### config.mk
export PLATFORM = sky130hd
export DESIGN_NAME = uhrs_back
export DESIGN_NICKNAME = d
export VERILOG_FILES = /design/src/rtl/uhrs_pkg.sv /design/src/rtl/uhrs_back.sv
export SDC_FILE = /design/constraint.sdc
export NUM_CORES = 2
export LEC_CHECK = 0
export ABC_CLOCK_PERIOD_IN_PS = 39700
export BUFFER_PORTS_ARGS = -buffer_cell sky130_fd_sc_hd__buf_2
export CORE_UTILIZATION = 35
export DETAILED_ROUTE_END_ITERATION = 10
export SYNTH_ARGS = -nofsm -noshare
export SYNTH_HDL_FRONTEND = slang
export SYNTH_SLANG_ARGS = --single-unit
export TNS_END_PERCENT = 5
### constraint.sdc
create_clock -name clk -period 39.7 [get_ports clk]
set_clock_uncertainty 0.05 [all_clocks]
set_input_delay 7.94 -clock clk [delete_from_list [all_inputs] [get_ports clk]]
set_output_delay 7.94 -clock clk [all_outputs]
set_load 0.005 [all_outputs]
### src/rtl/uhrs_pkg.sv
package uhrs_pkg;

  localparam int IO_W       = 32;  // width of temperature, velocity and residual ports
  localparam int IDX_W      = 10;  // width of the result column/row fields
  localparam int CFG_IDX_W  = 3;
  localparam int CFG_DATA_W = 31;
  localparam int CFG_SIZE_W = 11;
  localparam int COEF_W     = 31;
  localparam int STEP_W     = 17;

  localparam logic [CFG_IDX_W-1:0] CFG_GRID_WIDTH  = 3'd0;
  localparam logic [CFG_IDX_W-1:0] CFG_GRID_HEIGHT = 3'd1;
  localparam logic [CFG_IDX_W-1:0] CFG_COEF_XX     = 3'd2;
  localparam logic [CFG_IDX_W-1:0] CFG_COEF_YY     = 3'd3;
  localparam logic [CFG_IDX_W-1:0] CFG_STEP_X      = 3'd4;
  localparam logic [CFG_IDX_W-1:0] CFG_STEP_Y      = 3'd5;
  localparam logic [CFG_IDX_W-1:0] CFG_PRANDTL     = 3'd6;
  localparam logic [CFG_IDX_W-1:0] CFG_HEATED      = 3'd7;

  // which rule gives the first residual of a task
  typedef enum logic [1:0] {
    KIND_LEFT,
    KIND_RIGHT,
    KIND_BOTTOM,
    KIND_INNER
  } kind_t;

  typedef struct packed {
    kind_t            kind;
    logic             has_second;  // last row: the point itself follows
    logic [IDX_W-1:0] col;
    logic [IDX_W-1:0] row;         // row of the first residual
  } task_ctrl_t;

  localparam int CTRL_W = $bits(task_ctrl_t);

endpackage

### src/rtl/uhrs_back.sv
module uhrs_back import uhrs_pkg::*; #(
  parameter int DATA_WIDTH = 32,
  parameter int FRAC_BITS  = 16
) (
  input  logic                     clk,
  input  logic                     rst_n,
  input  logic                     q_empty,
  output logic                     q_pop,
  input  task_ctrl_t               q_ctrl,
  input  logic [7*DATA_WIDTH-1:0]  q_data,
  input  logic [COEF_W-1:0]        coef_xx,
  input  logic [COEF_W-1:0]        coef_yy,
  input  logic [STEP_W-1:0]        step_x,
  input  logic [STEP_W-1:0]        step_y,
  input  logic [COEF_W-1:0]        prandtl,
  input  logic                     heated_flag,
  output logic                     out_valid,
  input  logic                     out_stall,
  output logic signed [IO_W-1:0]   out_residual,
  output logic [IDX_W-1:0]         out_res_col,
  output logic [IDX_W-1:0]         out_res_row,
  output logic                     out_last
);

  localparam int DW = DATA_WIDTH;
  localparam int BW = (DW > 32) ? DW : 32;
  localparam int MW = DW + BW;
  localparam int PW = MW + 1;
  localparam logic signed [PW-1:0] DMAX = (PW'(1) <<< (DW - 1)) - PW'(1);
  localparam logic signed [PW-1:0] DMIN = -DMAX - PW'(1);
  localparam logic [3:0] LAST_STEP = 4'd8;

  localparam logic [1:0] B_IDLE = 2'd0;
  localparam logic [1:0] B_MUL  = 2'd1;
  localparam logic [1:0] B_OUT1 = 2'd2;
  localparam logic [1:0] B_OUT2 = 2'd3;

  function automatic logic signed [PW-1:0] ext(input logic signed [DW-1:0] v);
    return PW'(v);
  endfunction

  function automatic logic signed [DW-1:0] sat_p(input logic signed [PW-1:0] v);
    if (v > DMAX) return DMAX[DW-1:0];
    if (v < DMIN) return DMIN[DW-1:0];
    return v[DW-1:0];
  endfunction

  logic signed [DW-1:0] h_t, h_l, h_r, h_d, h_u, h_vx, h_vy;
  logic signed [PW-1:0] heat;

  assign h_t  = q_data[6*DW +: DW];
  assign h_l  = q_data[5*DW +: DW];
  assign h_r  = q_data[4*DW +: DW];
  assign h_d  = q_data[3*DW +: DW];
  assign h_u  = q_data[2*DW +: DW];
  assign h_vx = q_data[DW +: DW];
  assign h_vy = q_data[0 +: DW];
  assign heat = heated_flag ? (PW'(1) <<< FRAC_BITS) : '0;

  logic [1:0]           bstate_r;
  task_ctrl_t           ctrl_r;
  logic signed [DW-1:0] dxx_r, dyy_r, dtl_r, drt_r, dtd_r, dut_r;
  logic signed [DW-1:0] vxp_r, vxm_r, vyp_r, vym_r;
  logic signed [DW-1:0] res1_r, res2_r;
  logic signed [DW-1:0] diff_r, tmp_r, ax_r, ay_r;
  logic [3:0]           step_r;
  logic                 phase_r;
  logic signed [DW-1:0] mul_a;
  logic signed [BW-1:0] mul_b;
  logic signed [MW-1:0] prod, prod_r;
  logic signed [PW-1:0] prod_sh;
  logic signed [DW-1:0] mq;
  logic                 out_load;
  logic                 out_fire;
  logic signed [DW-1:0] res1_simple, res2_simple;

  assign q_pop = (bstate_r == B_IDLE) && !q_empty;

  always_comb begin
    unique case (q_ctrl.kind)
      KIND_LEFT:   res1_simple = h_t;
      KIND_RIGHT:  res1_simple = sat_p(ext(h_t) - heat);
      default:     res1_simple = sat_p(ext(h_t) - ext(h_u));
    endcase
    unique case (q_ctrl.kind)
      KIND_LEFT:   res2_simple = h_u;
      KIND_RIGHT:  res2_simple = sat_p(ext(h_u) - heat);
      default:     res2_simple = sat_p(ext(h_u) - ext(h_t));
    endcase
  end

  // shared multiplier: each product is registered, then scaled and accumulated
  always_comb begin
    unique case (step_r)
      4'd0:    begin mul_a = dxx_r; mul_b = BW'(signed'({1'b0, coef_xx})); end
      4'd1:    begin mul_a = dyy_r; mul_b = BW'(signed'({1'b0, coef_yy})); end
      4'd2:    begin mul_a = vxp_r; mul_b = BW'(dtl_r); end
      4'd3:    begin mul_a = vxm_r; mul_b = BW'(drt_r); end
      4'd4:    begin mul_a = vyp_r; mul_b = BW'(dtd_r); end
      4'd5:    begin mul_a = vym_r; mul_b = BW'(dut_r); end
      4'd6:    begin mul_a = ax_r;  mul_b = BW'(signed'({1'b0, step_y})); end
      4'd7:    begin mul_a = ay_r;  mul_b = BW'(signed'({1'b0, step_x})); end
      default: begin mul_a = tmp_r; mul_b = BW'(signed'({1'b0, prandtl})); end
    endcase
  end

  assign prod = MW'(mul_a) * MW'(mul_b);

  // shift with truncation toward zero, then saturate
  always_comb begin
    prod_sh = PW'(prod_r) >>> FRAC_BITS;
    if (prod_r[MW-1] && (prod_r[FRAC_BITS-1:0] != '0)) begin
      prod_sh = prod_sh + PW'(1);
    end
    mq = sat_p(prod_sh);
  end

  assign out_load = !out_valid || !out_stall;
  assign out_fire = ((bstate_r == B_OUT1) || (bstate_r == B_OUT2)) && out_load;

  always_ff @(posedge clk) begin
    if (!rst_n) begin
      bstate_r  <= B_IDLE;
      out_valid <= 1'b0;
      step_r    <= '0;
      phase_r   <= 1'b0;
    end else begin
      if (out_fire) out_valid <= 1'b1;
      else if (!out_stall) out_valid <= 1'b0;
      unique case (bstate_r)
        B_IDLE: begin
          if (q_pop) begin
            step_r   <= '0;
            phase_r  <= 1'b0;
            bstate_r <= (q_ctrl.kind == KIND_INNER) ? B_MUL : B_OUT1;
          end
        end
        B_MUL: begin
          phase_r <= ~phase_r;
          if (phase_r) begin
            step_r <= step_r + 4'd1;
            if (step_r == LAST_STEP) bstate_r <= B_OUT1;
          end
        end
        B_OUT1: begin
          if (out_load) begin
            bstate_r <= ctrl_r.has_second ? B_OUT2 : B_IDLE;
          end
        end
        default: begin
          if (out_load) begin
            bstate_r <= B_IDLE;
          end
        end
      endcase
    end
  end

  always_ff @(posedge clk) begin
    if (q_pop) begin
      ctrl_r <= q_ctrl;
      res1_r <= res1_simple;
      res2_r <= res2_simple;
      dxx_r  <= sat_p((ext(h_t) <<< 1) - ext(h_l) - ext(h_r));
      dyy_r  <= sat_p((ext(h_t) <<< 1) - ext(h_d) - ext(h_u));
      dtl_r  <= sat_p(ext(h_t) - ext(h_l));
      drt_r  <= sat_p(ext(h_r) - ext(h_t));
      dtd_r  <= sat_p(ext(h_t) - ext(h_d));
      dut_r  <= sat_p(ext(h_u) - ext(h_t));
      vxp_r  <= h_vx[DW-1] ? '0 : h_vx;
      vxm_r  <= h_vx[DW-1] ? h_vx : '0;
      vyp_r  <= h_vy[DW-1] ? '0 : h_vy;
      vym_r  <= h_vy[DW-1] ? h_vy : '0;
    end
    if (bstate_r == B_MUL) begin
      if (!phase_r) begin
        prod_r <= prod;
      end else begin
        unique case (step_r)
          4'd0:    diff_r <= mq;
          4'd1:    diff_r <= sat_p(ext(diff_r) + ext(mq));
          4'd2:    tmp_r  <= mq;
          4'd3:    ax_r   <= sat_p(ext(tmp_r) + ext(mq));
          4'd4:    tmp_r  <= mq;
          4'd5:    ay_r   <= sat_p(ext(tmp_r) + ext(mq));
          4'd6:    tmp_r  <= mq;
          4'd7:    tmp_r  <= sat_p(ext(tmp_r) + ext(mq));
          default: res1_r <= sat_p(ext(diff_r) + ext(mq));
        endcase
      end
    end
    if (bstate_r == B_OUT1 && out_load) begin
      out_residual <= IO_W'(res1_r);
      out_res_col  <= ctrl_r.col;
      out_res_row  <= ctrl_r.row;
      out_last     <= !ctrl_r.has_second;
    end else if (bstate_r == B_OUT2 && out_load) begin
      out_residual <= IO_W'(res2_r);
      out_res_col  <= ctrl_r.col;
      out_res_row  <= ctrl_r.row + IDX_W'(1);
      out_last     <= 1'b1;
    end
  end

endmodule

==> out/metrics.csv <==
stage,metric,value,unit
global_routing,grt_max_degree,143,
logic_synthesis,yosys.area.top_type,fa_1,
logic_synthesis,synth_nets,10808,
floorplanning,initial_core_util,0.353,
worst_setup_path,crit_type,in -> out,
logic_synthesis,synthesis.instances,8784,
detailed_routing,drc,0,
timing,finalCriticalPeriod,17.24,ns
timing,slew_headroom,0.128,
finish,largest-register,prod_r,
detailed_routing,drt_pass1_iterations,8,
outcome,outcome,"complete, no violations",
cts,clk_latency,0.76,ns
logic_synthesis,yosys_warnings,0,
logic_synthesis,synth_edf_count,616,
floorplanning,die_h,486,um
placement,gp_congestion,1.01,
global_routing,grtUsageTotal,0.320,
detailed_routing,wire_per_inst,30.8,um
timing,hold_violations,0,
timing,setup_ws,22.46,ns
logic_synthesis,synth.ff_latch_count,656,
worst_setup_path,critPathArrivalTime,9.25,ns
timing,max_freq,58.0,MHz
logic_synthesis,synth_top_area_frac,0.281,
placement,port-buffer-count,433,
finish,area_growth,10.9,%
detailed_routing,routed_via_density,5.63,
placement,place_ws,22.01,ns
cts,clkSinkCount,656,
cts,cts_resized,0,
timing,maxSlewViolCount,0,
logic_synthesis,synth_top_cells_by_count,"inv_1 (1508), nand2_1 (1166), fa_1 (1153), edfxtp_1 (616), ha_1 (492)",
finish,largest_reg_flops,64,
logic_synthesis,synth_area,0.0821,sq mm
worst_setup_path,worstPathMaxFanout,55,
floorplanning,io_pins,434,
cts,cts-buffers-inserted,81,
cts,cts-root-buf,clkbuf_16,
finish,drive_gt1_frac,0.0963,
global_routing,overflow,0,
logic_synthesis,ys_dominant_reg_cell,edfxtp_1,
worst_setup_path,start_kind,input port,
detailed_routing,dr.max_layer_used,met5,
detailed_routing,totalWireLength,378000,um
logic_synthesis,synth.avg_cell_area,9.35,sq um
global_routing,grt_pass1_vias,71384,
timing,period_share,0.434,
worst_setup_path,cp-end-kind,primary output,
worst_setup_path,crit_required,31.71,ns
logic_synthesis,synth-seq-area-share,0.235,
global_routing,grt_pass1_wl,532000,um
worst_hold_path,min_path_type,reg -> reg,
floorplanning,dieArea,0.237,sq mm
detailed_routing,drt-initial-drc-count,7062,
logic_synthesis,synth_most_common_cell,inv_1,
detailed_routing,met3_wirelength,31000,um
finish,fillers,23546,
finish,seqCellArea,0.0193,sq mm
global_routing,antenna_found_initial,31,
cts,cts.path.max_buffers,3,
detailed_routing,dr_wl_met2,169000,um
cts,clk_pin_slew,0.06,ns
logic_synthesis,synth_cell_types,108,
floorplanning,core_area,0.233,sq mm
finish,multi_input_area,0.0558,sq mm
logic_synthesis,yosys-top-cells-area,"fa_1 (28%), edfxtp_1 (23%), ha_1 (7.5%)",
timing,max_slew.worst_pin.slew,1.30,ns
cts,cts_tree,done,
detailed_routing,wl_met1,147000,um
timing,setup_viol_count_final,0,
finish,fin_nets,11097,
cts,cts.hold.buffers_added,0,
timing,grt_setup_unrepaired,no,
timing,setup_tns,0,ns
detailed_routing,ant_nets,0,
placement,hpwlAfterDp,303000,um
job,maxCapViolations,0,
cts,htreeDepth,3,
logic_synthesis,async_reset_ff_frac,0,
floorplanning,rows,177,
floorplanning,dieWidth,486,um
detailed_routing,vias,69225,
cts,cts_setup_buffers,0,
==> stage by stage <==
stage,utilization,cell area (sq um),hold slack (ns),instances
2_1_floorplan,-,82100,0.350,8784
3_3_place_gp,0.379,88200,0.351,12122
3_5_place_dp,0.379,88200,0.355,12122
4_1_cts,0.391,91100,0.353,12273
5_1_grt,0.391,91100,0.362,12275
6_report,0.391,91100,0.362,12285
==> cell type report <==
cell class              instances  share of cell area
clock inverters                58             0.00859
well taps                    3132              0.0430
diodes                         12            0.000330
repair buffers                608              0.0385
clock buffers                  93              0.0227
multi-input cells            6216               0.613
inverters                    1510              0.0623
flip-flops and latches        656               0.212
==> cell usage in the layout (no fill, tap or decap), drive strengths merged, types with 216 or more instances in the layout <==
master / count
a21o: 244
a21oi: 491
buf: 608
edfxtp: 616
fa: 1153
ha: 492
inv: 1514
nand2: 1168
nor2: 474
o21ai: 315
xnor2: 216
==> path summary, 6_finish.rpt <==
check                         startpoint                        to  slack (ns)  cells after the start
setup / recovery                 q_empty                     q_pop       22.46                      4
hold / removal      ctrl_r[18]$_DFFE_PP_  out_res_col[8]$_DFFE_PP_        0.36                      0
setup reg to reg  step_r[0]$_SDFFE_PN0P_      prod_r[56]$_DFFE_PP_       27.85                     31
hold reg to reg     ctrl_r[18]$_DFFE_PP_  out_res_col[8]$_DFFE_PP_        0.36                      0
==> metal layers <==
metal / up-vias / global-route usage
met1: 35252 / 0.398
met3: 864 / 0.0605
met5: - / 0
li1: 29534 / -
met4: 26 / 0.217
met2: 3549 / 0.502
==> cell families after synthesis <==
family	Yosys count	share of synthesized area
DFF	656	0.235
and+or+nand+nor	2317	0.127
buffers and inverters	1912	0.0883
muxes	35	0.00451
AOI/OAI and AO/OA	1813	0.145
xor gates and xnor gates	356	0.0381
adders and majority gates	1695	0.362
==> critical path, stage by stage <==
cell,delay [ns]
buf_2,0.10
or3_1,0.50
inv_8,0.44
buf_2,0.21
Power is left out: the tool's default activity adds up to more than one toggle a clock period on the data nets, which glitch-free logic cannot reach.
