--- src/rtl/uhrs_pkg.sv ---
package uhrs_pkg;

  localparam int IO_W       = 32;  // width of temperature, velocity and residual ports
  localparam int IDX_W      = 10;  // width of the result column/row fields
  localparam int CFG_IDX_W  = 3;
  localparam int CFG_DATA_W = 31;
  localparam int CFG_SIZE_W = 11;
  localparam int COEF_W     = 31;
  localparam int STEP_W     = 17;

  localparam logic [CFG_IDX_W-1:0] CFG_GRID_WIDTH  = 3'd0;
  localparam logic [CFG_IDX_W-1:0] CFG_GRID_HEIGHT = 3'd1;
  localparam logic [CFG_IDX_W-1:0] CFG_COEF_XX     = 3'd2;
  localparam logic [CFG_IDX_W-1:0] CFG_COEF_YY     = 3'd3;
  localparam logic [CFG_IDX_W-1:0] CFG_STEP_X      = 3'd4;
  localparam logic [CFG_IDX_W-1:0] CFG_STEP_Y      = 3'd5;
  localparam logic [CFG_IDX_W-1:0] CFG_PRANDTL     = 3'd6;
  localparam logic [CFG_IDX_W-1:0] CFG_HEATED      = 3'd7;

  // which rule gives the first residual of a task
  typedef enum logic [1:0] {
    KIND_LEFT,
    KIND_RIGHT,
    KIND_BOTTOM,
    KIND_INNER
  } kind_t;

  typedef struct packed {
    kind_t            kind;
    logic             has_second;  // last row: the point itself follows
    logic [IDX_W-1:0] col;
    logic [IDX_W-1:0] row;         // row of the first residual
  } task_ctrl_t;

  localparam int CTRL_W = $bits(task_ctrl_t);

endpackage

--- src/rtl/uhrs_queue.sv ---
module uhrs_queue import uhrs_pkg::*; #(
  parameter int WIDTH = 8
) (
  input  logic             clk,
  input  logic             rst_n,
  input  logic             push,
  input  logic [WIDTH-1:0] push_data,
  output logic             full,
  input  logic             pop,
  output logic [WIDTH-1:0] head,
  output logic             empty
);

  logic [WIDTH-1:0] slot_r [2];
  logic             wr_ptr_r;
  logic             rd_ptr_r;
  logic [1:0]       count_r;

  assign full  = (count_r == 2'd2);
  assign empty = (count_r == 2'd0);
  assign head  = slot_r[rd_ptr_r];

  always_ff @(posedge clk) begin
    if (push) begin
      slot_r[wr_ptr_r] <= push_data;
    end
  end

  always_ff @(posedge clk) begin
    if (!rst_n) begin
      wr_ptr_r <= 1'b0;
      rd_ptr_r <= 1'b0;
      count_r  <= 2'd0;
    end else begin
      if (push) wr_ptr_r <= ~wr_ptr_r;
      if (pop)  rd_ptr_r <= ~rd_ptr_r;
      unique case ({push, pop})
        2'b10:   count_r <= count_r + 2'd1;
        2'b01:   count_r <= count_r - 2'd1;
        default: count_r <= count_r;
      endcase
    end
  end

endmodule

--- config.mk ---
export PLATFORM = sky130hd
export DESIGN_NAME = uhrs_queue
export DESIGN_NICKNAME = d
export VERILOG_FILES = /design/src/rtl/uhrs_pkg.sv /design/src/rtl/uhrs_queue.sv
export SDC_FILE = /design/constraint.sdc
export NUM_CORES = 1
export LEC_CHECK = 0
export ABC_AREA = 1
export CAP_MARGIN = 30
export CORE_MARGIN = 2
export CORE_UTILIZATION = 55
export DETAILED_ROUTE_END_ITERATION = 8
export DONT_BUFFER_PORTS = 1
export PLACE_DENSITY = 0.7
export SYNTH_ARGS = -nofsm -noshare
export SYNTH_HDL_FRONTEND = slang
export SYNTH_SLANG_ARGS = --single-unit
--- constraint.sdc ---
create_clock -name clk -period 1.2 [get_ports clk]
set_input_delay 0.06 -clock clk [delete_from_list [all_inputs] [get_ports clk]]
set_output_delay 0.06 -clock clk [all_outputs]
set_load 0.02 [all_outputs]
==> implementation parameters, run 1 <==
Parameter                              Value

Final layout
  Count of nets after finishing ... 90
  Area added between synthesis and finish ... 20.15%
  Final Instance Area ... 1007 um2
  Diode count ... 0
  Final instance count without filler cells ... 92
  Layout cells sized above 1 ... 18.42%

Drt
  Vias per cell ... 5.130
  Number of optimization iterations in the first detailed-route pass ... 4
  Average wire per standard cell ... 12.86 um
  Count of vias placed by the detailed router ... 472
  Residual antenna-violating net count after detailed routing ... 0
  DRC violations left ... 0
  Iteration-0 DRC Markers ... 5
  Total wirelength of the detailed-routed design ... 1183 um

Yosys
  Combinational family with the most area after synthesis ... multiplexers
  Fraction of post-synthesis cell area in the top cell type by area ... 57.31%
  Xor and xnor fraction of the mapped netlist area ... 0%
  Synth Area per Inst ... 13.97 um2
  Synth warn ... 0
  Post-Synth Simple-Gate Area ... 9.701%
  Complex-gate fraction of the synthesized area ... 1.194%
  Sequential area share after synthesis ... 69.25%
  Arithmetic-cell share of the synthesized area counting full adders, half adders and majority gates ... 1.493%
  Post-synthesis sequential element count ... 21
  Post-synth design cell area ... 838.3 um2
  Syn Inst Count ... 60
  Main area contributors after synthesis ... edfxtp_1 57%, mux2_4 14%, dfxtp_1 12%, nor2_1 5.4%, nand2_1 3.6%
  Synthesized Nets ... 73
  Number of distinct library cells after synthesis ... 11
  Multiplexer fraction of the synthesized cell area ... 14.33%
  Dominant cell type by area after synthesis ... edfxtp_1

Global route
  Vias in the first global route ... 466
  Antenna violations before repair ... 0
  Wire length of the first global-routing pass ... 1973 um
  Maximum number of pins on one net before global-route repair ... 12
  Global routing usage summed across all routing layers ... 14.85%
  Final global-route overflow total ... 0

Timing
  Portion of the clock cycle consumed by the worst path in the final layout ... 97.97%
  Maximum clock skew at final layout ... 0.002540 ns
  Headroom to the max-slew limit ... 75.02%
  Minimum clock period after layout ... 1.176 ns
  Pin slew with the least headroom to its limit ... 0.3734 ns
  Maximum clock frequency ... 0.8506 GHz
  Final Hold Slack ... 0.005778 ns
  Setup violations, final ... 0
  RSZ-0062 raised after global routing ... true
  Max Transition Viols Final ... 0
  Final hold violations ... 0

Critical path
  Crit path kind ... reg -> out
  Cell chain of the critical path ... buf_8 -> mux2_4
  Slowest cell delay on critical path ... 0.34 ns
  Required arrival time at the worst endpoint ... 1.14 ns
  CP endpoint kind ... primary output
  Cell with the largest stage delay on the worst path ... dfxtp_2
  Register-to-Register Setup Slack ... 0.18 ns
  Crit-path leading delay family ... flip-flops
  Data arrival time of the worst path ... 1.12 ns
  Buffers & Inverters on Critical Path ... 1
  Critical path startpoint category ... flip-flop
  Largest fanout of any net on the critical path ... 8

CTS
  Clock latency of the later-clocked register in the worst-skew pair ... 0.29 ns
  Buffers inserted during post-CTS setup optimization ... 0
  Number of H-tree levels ... 1
  Max Buffers Root-to-Sink ... 2
  Clock edge transition at the registers on the reported setup and hold paths ... 0.10 ns
  CTS root buf ... clkbuf_4
  Clock tree from TritonCTS ... yes
  Number of CTS-inserted buffers ... 3
  Clock sink count ... 21

Min path
  Worst Hold Class ... in -> reg

Status
  Run status ... complete, no violations

Floorplan
  Die outline width ... 43.04 um
  Rows ... 14
  Chip height ... 43.04 um
  Standard cell core area ... 1471 um2
  Top-level port count ... 22
  Total die area ... 1852 um2
  Effective utilization at floorplan ... 56.97%

Placement
  Instance count after placement with tap cells included ... 77
  Detailed placement HPWL ... 836.1 um
  IO Port Bufs ... 0
  Cell area after placement ... 862.1 um2
  GPL Wtd Cong ... 0.6561

Power and ir drop
  Ratio of total power to cell area ... 1361 nW/um2
  Leakage dissipation ... 0.0004109 uW
  Worst-case vdd ir drop ... 0.7350 mV

Run
  Max-capacitance violation count ... 0
==> worst register-to-register path: cells and delay by family, from the launching register on <==
| kind | cells | cell delay [ns] |
|---|---|---|
| buffers and inverters | 1 | 0.25 |
| DFF | 1 | 0.37 |
| and+or+nand+nor | 1 | 0.09 |
==> synth_stat cells <==
library cell,count
mux2_4,8
buf_6,1
edfxtp_1,16
nand2_1,8
nor2_1,12
o21ai_0,1
nand4_1,1
inv_1,6
dfxtp_1,5
ha_1,1
a21oi_1,1
==> per-layer routing <==
metal	vias up	part of all wire [%]	track usage, %
met5	-	0	0
li1	235	-	-
met3	2	6.3	3.404
met4	0	0.59	7.273
met2	18	49	26.06
met1	217	44	16.81
==> logic make-up (layout without fill, tap and decap cells) <==
logic type / after synthesis / in the layout
buf+inv: 7 / 23
simple gates: 21 / 21
mux: 8 / 8
fa+ha+maj: 1 / 1
flops: 21 / 21
compound gates: 2 / 2
==> repair_timing <==
item | 4_1_cts | 5_1_grt
gates resized for setup | 2 | 1
pin swaps | 0 | 0
hold endpoints to repair | 21 | 0
setup endpoints to repair | 8 | 8
hold buffers | 11 | 0
==> layout make-up <==
type	instances	area [um2]
Clock buffer	4	26.28
Tap cell	16	20.02
Multi-Input combinational cell	32	224.0
Timing Repair Buffer	13	132.6
Fill cell	111	464.2
Sequential cell	21	581.8
Inverter	6	22.52
==> sequential cells by signal, indices dropped and copies added (netlist names), named ones only <==
register	flops
wr_ptr_r	1
count_r	2
slot_r	16
rd_ptr_r	1
==> where the power goes <==
part	switching, uW	internal, uW
sequential	20.2	829
clock	186	129
combinational	113	93.5
==> placed cells by master (no fill, tap or decap), types with 3 or more instances in the layout <==
cell           count
clkbuf_4           3
dfxtp_1            4
dlygate4sd3_1     11
edfxtp_1          16
inv_1              6
mux2_4             8
nand2_1            8
nor2_1            12
==> through the flow <==
stage | TNS, ns | total power [uW] | util, % | setup slack [ns]
after floorplan | 0 | 1012 | - | 0.1421
after global placement | 0 | 1029 | 58.59 | 0.2358
after detailed placement | 0 | 1036 | 58.59 | 0.2092
after CTS | 0 | 1378 | 68.20 | 0.005178
after global routing | -0.08405 | 1429 | 68.45 | -0.01498
final | 0 | 1371 | 68.45 | 0.02432
==> worst paths after layout <==
path,endpoint,cells past startpoint,start
worst min-delay path,count_r[0],2,pop
worst max-delay path,head[6],2,flip-flop
worst min register to register,flip-flop,2,rd_ptr_r
worst max register to register,slot_r[1][4],2,wr_ptr_r
No activity file was read; power rests on OpenSTA's default activity.
==> run 2: changes to the inputs <==
- BUFFER_PORTS_ARGS: unset -> -buffer_cell sky130_fd_sc_hd__buf_4
- CORE_UTILIZATION: 55 -> 49
- DONT_BUFFER_PORTS: 1 -> unset
- PLACE_DENSITY: 0.7 -> 0.75
==> implementation parameters, run 2 (synthesis results as in run 1) <==
Parameter                              Value

Status
  Run status ... finished, violations left
  Failing checks ... negative setup slack

Critical path
  CP endpoint kind ... primary output
  Largest fanout of any net on the critical path ... 8 (unchanged)
  Crit path kind ... reg -> out
  Required arrival time at the worst endpoint ... 1.14 ns (about the same)
  Critical path startpoint category ... flip-flop
  Data arrival time of the worst path ... 1.22 ns (+0.10 ns)

Power and ir drop
  Ratio of total power to cell area ... 1256 nW/um2 (-7.7%)
  Worst-case vdd ir drop ... 0.9504 mV (+29%)
  Leakage dissipation ... 0.0005161 uW (+26%)

Timing
  Final hold violations ... 0 (unchanged)
  Sum of negative setup slack ... -0.6078 ns (-0.6078 ns)
  Max Transition Viols Final ... 0 (unchanged)
  Maximum clock skew at final layout ... 0.002275 ns (-0.0002651 ns)
  Setup violations, final ... 8 (+8)
  Setup slack after layout ... -0.07758 ns (-0.1019 ns)
  Portion of the clock cycle consumed by the worst path in the final layout ... 106.5% (+8.5 points)
  RSZ-0062 raised after global routing ... true
  Pin slew with the least headroom to its limit ... 0.3240 ns (-0.04935 ns)
  Minimum clock period after layout ... 1.278 ns (+0.1019 ns)
  Maximum clock frequency ... 0.7827 GHz (-8.0%)
  Headroom to the max-slew limit ... 78.37% (+3.4 points)

Final layout
  Count of nets after finishing ... 109 (+21%)
  Area added between synthesis and finish ... 40.45%
  Commonest non-fill, non-tap cell in the layout ... edfxtp_1
  Area of the multi-input gates ... 224.0 um2 (unchanged)
  Layout cells sized above 1 ... 37.89% (+19 points)
  Number of flip-flops in the largest register ... 16 (unchanged)
  FF/Latch Area ... 581.8 um2 (unchanged)
  Largest regs ... slot_r: 16 flops, count_r: 2 flops
  Final instance count without filler cells ... 111 (+21%)
  Final core utilization ... 75.52% (+7.1 points)
  Largest register by flop count ... slot_r
  Diode count ... 0 (unchanged)
  Fillcell total ... 108 (-2.7%)
  Leading cell types in the layout, fill and taps excluded ... 16 x edfxtp_1, 15 x buf_4, 12 x nor2_1

Placement
  Instance count after placement with tap cells included ... 99 (+29%)
  IO Port Bufs ... 21 (+21)
  GPL Wtd Cong ... 0.6245 (-4.8%)
  Detailed placement HPWL ... 1061 um (+27%)

Drt
  Average wire per standard cell ... 13.06 um (+1.6%)
  Vias per cell ... 4.676 (-8.9%)
  Total wirelength of the detailed-routed design ... 1450 um (+23%)
  Number of optimization iterations in the first detailed-route pass ... 4 (unchanged)
  Residual antenna-violating net count after detailed routing ... 0 (unchanged)
  DRC violations left ... 0 (unchanged)
  Iteration-0 DRC Markers ... 14 (+9)
  Count of vias placed by the detailed router ... 519 (+10%)

CTS
  Number of CTS-inserted buffers ... 3 (unchanged)
  Clock sink count ... 21 (unchanged)
  Clock latency of the later-clocked register in the worst-skew pair ... 0.29 ns (about the same)
  Buffers inserted during post-CTS setup optimization ... 0 (unchanged)
  CTS root buf ... clkbuf_4
  Clock tree from TritonCTS ... yes
  Number of H-tree levels ... 1 (unchanged)
  Max Buffers Root-to-Sink ... 2 (unchanged)
  Clock edge transition at the registers on the reported setup and hold paths ... 0.11 ns (about the same)

Floorplan
  Standard cell core area ... 1559 um2 (+6.0%)
  Top-level port count ... 22 (unchanged)
  Effective utilization at floorplan ... 53.77% (-3.2 points)
  Die outline width ... 45.36 um (+5.4%)
  Rows ... 14 (unchanged)
  Total die area ... 2058 um2 (+11%)
  Chip height ... 45.36 um (+5.4%)

Min path
  Worst Hold Class ... in -> reg

Global route
  Antenna violations before repair ... 0 (unchanged)
  Global routing usage summed across all routing layers ... 17.53% (+2.7 points)
  Final global-route overflow total ... 0 (unchanged)
  Maximum number of pins on one net before global-route repair ... 12 (unchanged)
  Wire length of the first global-routing pass ... 2325 um (+18%)
  Vias in the first global route ... 527 (+13%)

Run
  Max-capacitance violation count ... 0 (unchanged)
run 2: metrics by stage:
step,instance area (um2),power (uW),setup slack (ns),hold slack (ns)
2_1_floorplan,838.3,1012,0.1421,0.1589
6_report,1177,1479,-0.07758,0.01252
3_3_place_gp,1040,1116,0.2120,0.2447
4_1_cts,1177,1491,-0.09515,0.004626
5_1_grt,1177,1558,-0.1312,0.001253
3_5_place_dp,1040,1131,0.1673,0.2489
run 2: worst paths after layout:
path / start / endpoint / slack (ns) / cells past startpoint
max: flip-flop / head[4] / -0.08 / 3
min: rst_n / count_r[1] / 0.01 / 3
max reg2reg: wr_ptr_r / slot_r[1][5] / 0.18 / 2
min reg2reg: rd_ptr_r / rd_ptr_r / 0.52 / 2
run 2: layout make-up:
class	instances	area share [%]
tap	16	1.700
timing repair buffer	32	25.72
multi-input combinational	32	19.02
clock buffer	4	2.232
sequential	21	49.42
inverter	6	1.913
run 2: timing repair:
item | in CTS | in global routing
setup endpoints to repair | 8 | 8
endpoints found under the hold margin | 16 | 0
resized for setup | 9 | 0
hold buffers | 8 | 0
run 2: worst max-delay path, stage by stage, from the launching register on:
cell     delay, ns
dfxtp_2       0.36
buf_12        0.13
mux2_4        0.30
buf_6         0.13
run 2: where the power goes:
group          internal, uW  total (uW)  leakage, uW  switching [uW]
logic                   167         299     0.000309             132
clock network           129         329    0.0000150             200
registers               830         851     0.000192            21.4
run 2: metal layers:
layer / vias up / track usage, % / wire [um] / share of wire (%)
met5: - / 0 / 0 / 0
met4: 0 / 10.59 / 0 / 0
li1: 273 / - / - / -
met2: 19 / 30.00 / 816 / 56
met1: 227 / 19.15 / 580 / 40
met3: 0 / 4.800 / 54 / 3.7
==> run 3: changes to the inputs <==
- clock period: 1.2 -> 1.43 ns (I/O delays scaled with it)
==> implementation parameters, run 3 (synthesis results as in run 1) <==
Parameter                              Value

Final layout
  Area added between synthesis and finish ... 35.08%
  Count of nets after finishing ... 108 (-0.92%)
  Commonest non-fill, non-tap cell in the layout ... buf_4
  Final Instance Area ... 1132 um2 (-3.8%)
  Leading cell types in the layout, fill and taps excluded ... 22 x buf_4, 16 x edfxtp_1, 12 x nor2_1
  Largest register by flop count ... slot_r
  Number of flip-flops in the largest register ... 16 (unchanged)
  Layout cells sized above 1 ... 38.30% (+0.40 points)
  Diode count ... 0 (unchanged)
  Largest regs ... slot_r: 16 flops, count_r: 2 flops

Floorplan
  Effective utilization at floorplan ... 53.77% (unchanged)
  Top-level port count ... 22 (unchanged)
  Rows ... 14 (unchanged)
  Standard cell core area ... 1559 um2 (unchanged)
  Die outline width ... 45.36 um (unchanged)
  Chip height ... 45.36 um (unchanged)
  Total die area ... 2058 um2 (unchanged)

Placement
  Place WS ... 0.3169 ns (+0.1496 ns)
  IO Port Bufs ... 21 (unchanged)
  Detailed placement HPWL ... 890.4 um (-16%)
  Cell area after placement ... 1020 um2 (-1.9%)
  GPL Wtd Cong ... 0.6481 (+3.8%)

Power and ir drop
  Total internal power ... 921.1 uW (-18%)
  Switching share of total power ... 24.00% (+0.14 points)
  Sw Pwr ... 290.8 uW (-18%)
  Proportion of power drawn by flip-flops and latches ... 58.9% (+1.4 points)
  Combinational share of power ... 18.5% (-1.7 points)
  Leakage dissipation ... 0.0005012 uW (-2.9%)
  Worst-case vdd ir drop ... 0.7753 mV (-18%)
  Clock power share ... 22.6% (+0.4 points)
  Ratio of total power to cell area ... 1070 nW/um2 (-15%)
  Design Power ... 1212 uW (-18%)

Critical path
  Crit path kind ... reg -> out
  Required arrival time at the worst endpoint ... 1.36 ns (+0.22 ns)
  Register-to-Register Setup Slack ... 0.39 ns (+0.21 ns)
  Endpoint of the most critical register-to-register path ... slot_r[1][3]
  Logic depth of the worst register-to-register path ... 2 (unchanged)
  Critical path startpoint category ... flip-flop
  Crit Reg-Reg Startpoint ... wr_ptr_r
  Data arrival time of the worst path ... 1.28 ns (+0.06 ns)
  Largest fanout of any net on the critical path ... 6 (-2)
  CP endpoint kind ... primary output

Status
  Run status ... complete, no violations

Run
  Max-capacitance violation count ... 0 (unchanged)

CTS
  Clock sink count ... 21 (unchanged)
  Clock latency of the later-clocked register in the worst-skew pair ... 0.30 ns (about the same)
  Clock edge transition at the registers on the reported setup and hold paths ... 0.12 ns (about the same)
  Clock tree from TritonCTS ... yes
  CTS root buf ... clkbuf_4
  Number of CTS-inserted buffers ... 3 (unchanged)
  Number of H-tree levels ... 1 (unchanged)
  Max Buffers Root-to-Sink ... 2 (unchanged)

Timing
  Sum of negative setup slack ... 0 ns (+0.6078 ns)
  Final hold violations ... 0 (unchanged)
  Setup slack after layout ... 0.07602 ns (+0.1536 ns)
  Minimum clock period after layout ... 1.354 ns
  Pin slew with the least headroom to its limit ... 0.3565 ns (+0.03246 ns)
  Setup violations, final ... 0 (-8)
  Headroom to the max-slew limit ... 76.21% (-2.2 points)
  Maximum clock frequency ... 0.7386 GHz
  Portion of the clock cycle consumed by the worst path in the final layout ... 94.68%
  Max Transition Viols Final ... 0 (unchanged)
  Maximum clock skew at final layout ... 0.01131 ns (+0.009033 ns)
  RSZ-0062 raised after global routing ... false

Global route
  Antenna violations before repair ... 0 (unchanged)
  Wire length of the first global-routing pass ... 2056 um (-12%)
  Maximum number of pins on one net before global-route repair ... 13 (+1)
  Vias in the first global route ... 473 (-10%)
  Global routing usage summed across all routing layers ... 14.67% (-2.9 points)
  Final global-route overflow total ... 0 (unchanged)

Min path
  Worst hold stages ... 3 (unchanged)
  Worst Hold Class ... in -> reg
  Beginning of the worst hold path ... pop
  Worst-case hold path end point ... rd_ptr_r

Drt
  Average wire per standard cell ... 11.70 um (-10%)
  Residual antenna-violating net count after detailed routing ... 0 (unchanged)
  Number of optimization iterations in the first detailed-route pass ... 4 (unchanged)
  Total wirelength of the detailed-routed design ... 1287 um (-11%)
  DRC violations left ... 0 (unchanged)
  Vias per cell ... 4.709 (+0.71%)
  Iteration-0 DRC Markers ... 9 (-5)
  Count of vias placed by the detailed router ... 518 (-0.19%)
==> run 3: cell count changes in the layout (fill, tap and decap cells not counted) <==
cell | before | now
buf_4 | 15 | 22
buf_6 | 8 | 1
clkbuf_1 | 1 | 0
buf_12 | 1 | 0
clkinv_2 | 0 | 1
==> run 3: critical path, cell delays in order, from the launching register on <==
cell     delay, ns
dfxtp_2       0.38
buf_6         0.15
mux2_4        0.30
buf_4         0.15
==> run 3: area by class of cell <==
type	count	area, um2
multi-input combinational	32	224.0
inverter	6	22.52
clock inverter	1	5.005
fill	116	426.7
clock buffer	3	22.52
tap	16	20.02
sequential	21	581.8
timing repair buffer	31	256.5
==> run 3: how the worst max path moves through the flow <==
| stage | from | endpoint | slack [ns] |
|---|---|---|---|
| after floorplan | wr_ptr_r | slot_r[0][0] | 0.37 |
| after global placement | flip-flop | head[0] | 0.34 |
| after detailed placement | flip-flop | head[0] | 0.32 |
| after CTS | flip-flop | head[0] | 0.03 |
| after global routing | flip-flop | head[7] | 0.03 |
| final | flip-flop | head[0] | 0.08 |
==> run 3: repair_timing <==
| item | CTS | global route |
|---|---|---|
| endpoints found under the setup margin | 6 | 6 |
| hold buffers | 8 | 0 |
| gates resized for setup | 1 | 1 |
| buffers inserted | 0 | 0 |
| hold endpoints to repair | 16 | 0 |
==> run 3: metal layers <==
layer / share of wire, % / track usage, % / vias up
met4: 0 / 7.059 / 0
met3: 6.1 / 2.800 / 0
li1: - / - / 270
met5: 0 / 0 / -
met1: 42 / 17.91 / 233
met2: 52 / 24.86 / 15
==> run 3: through the flow <==
stage               instances  hold slack (ns)  utilization, %
detailed placement         98           0.2598           65.41
finish                    110          0.02874           72.63
floorplan                  60           0.1704               -
global route              110          0.04108           72.63
global placement           98           0.2566           65.41
CTS                       110          0.02990           72.39
==> run 3: power groups by stage <==
stage,Combinational (uW),Clock (uW),Sequential (uW)
finish,225,273,714
global route,245,304,718
CTS,225,278,714
detailed placement,208,0,728
global placement,202,0,726
floorplan,128,0,722
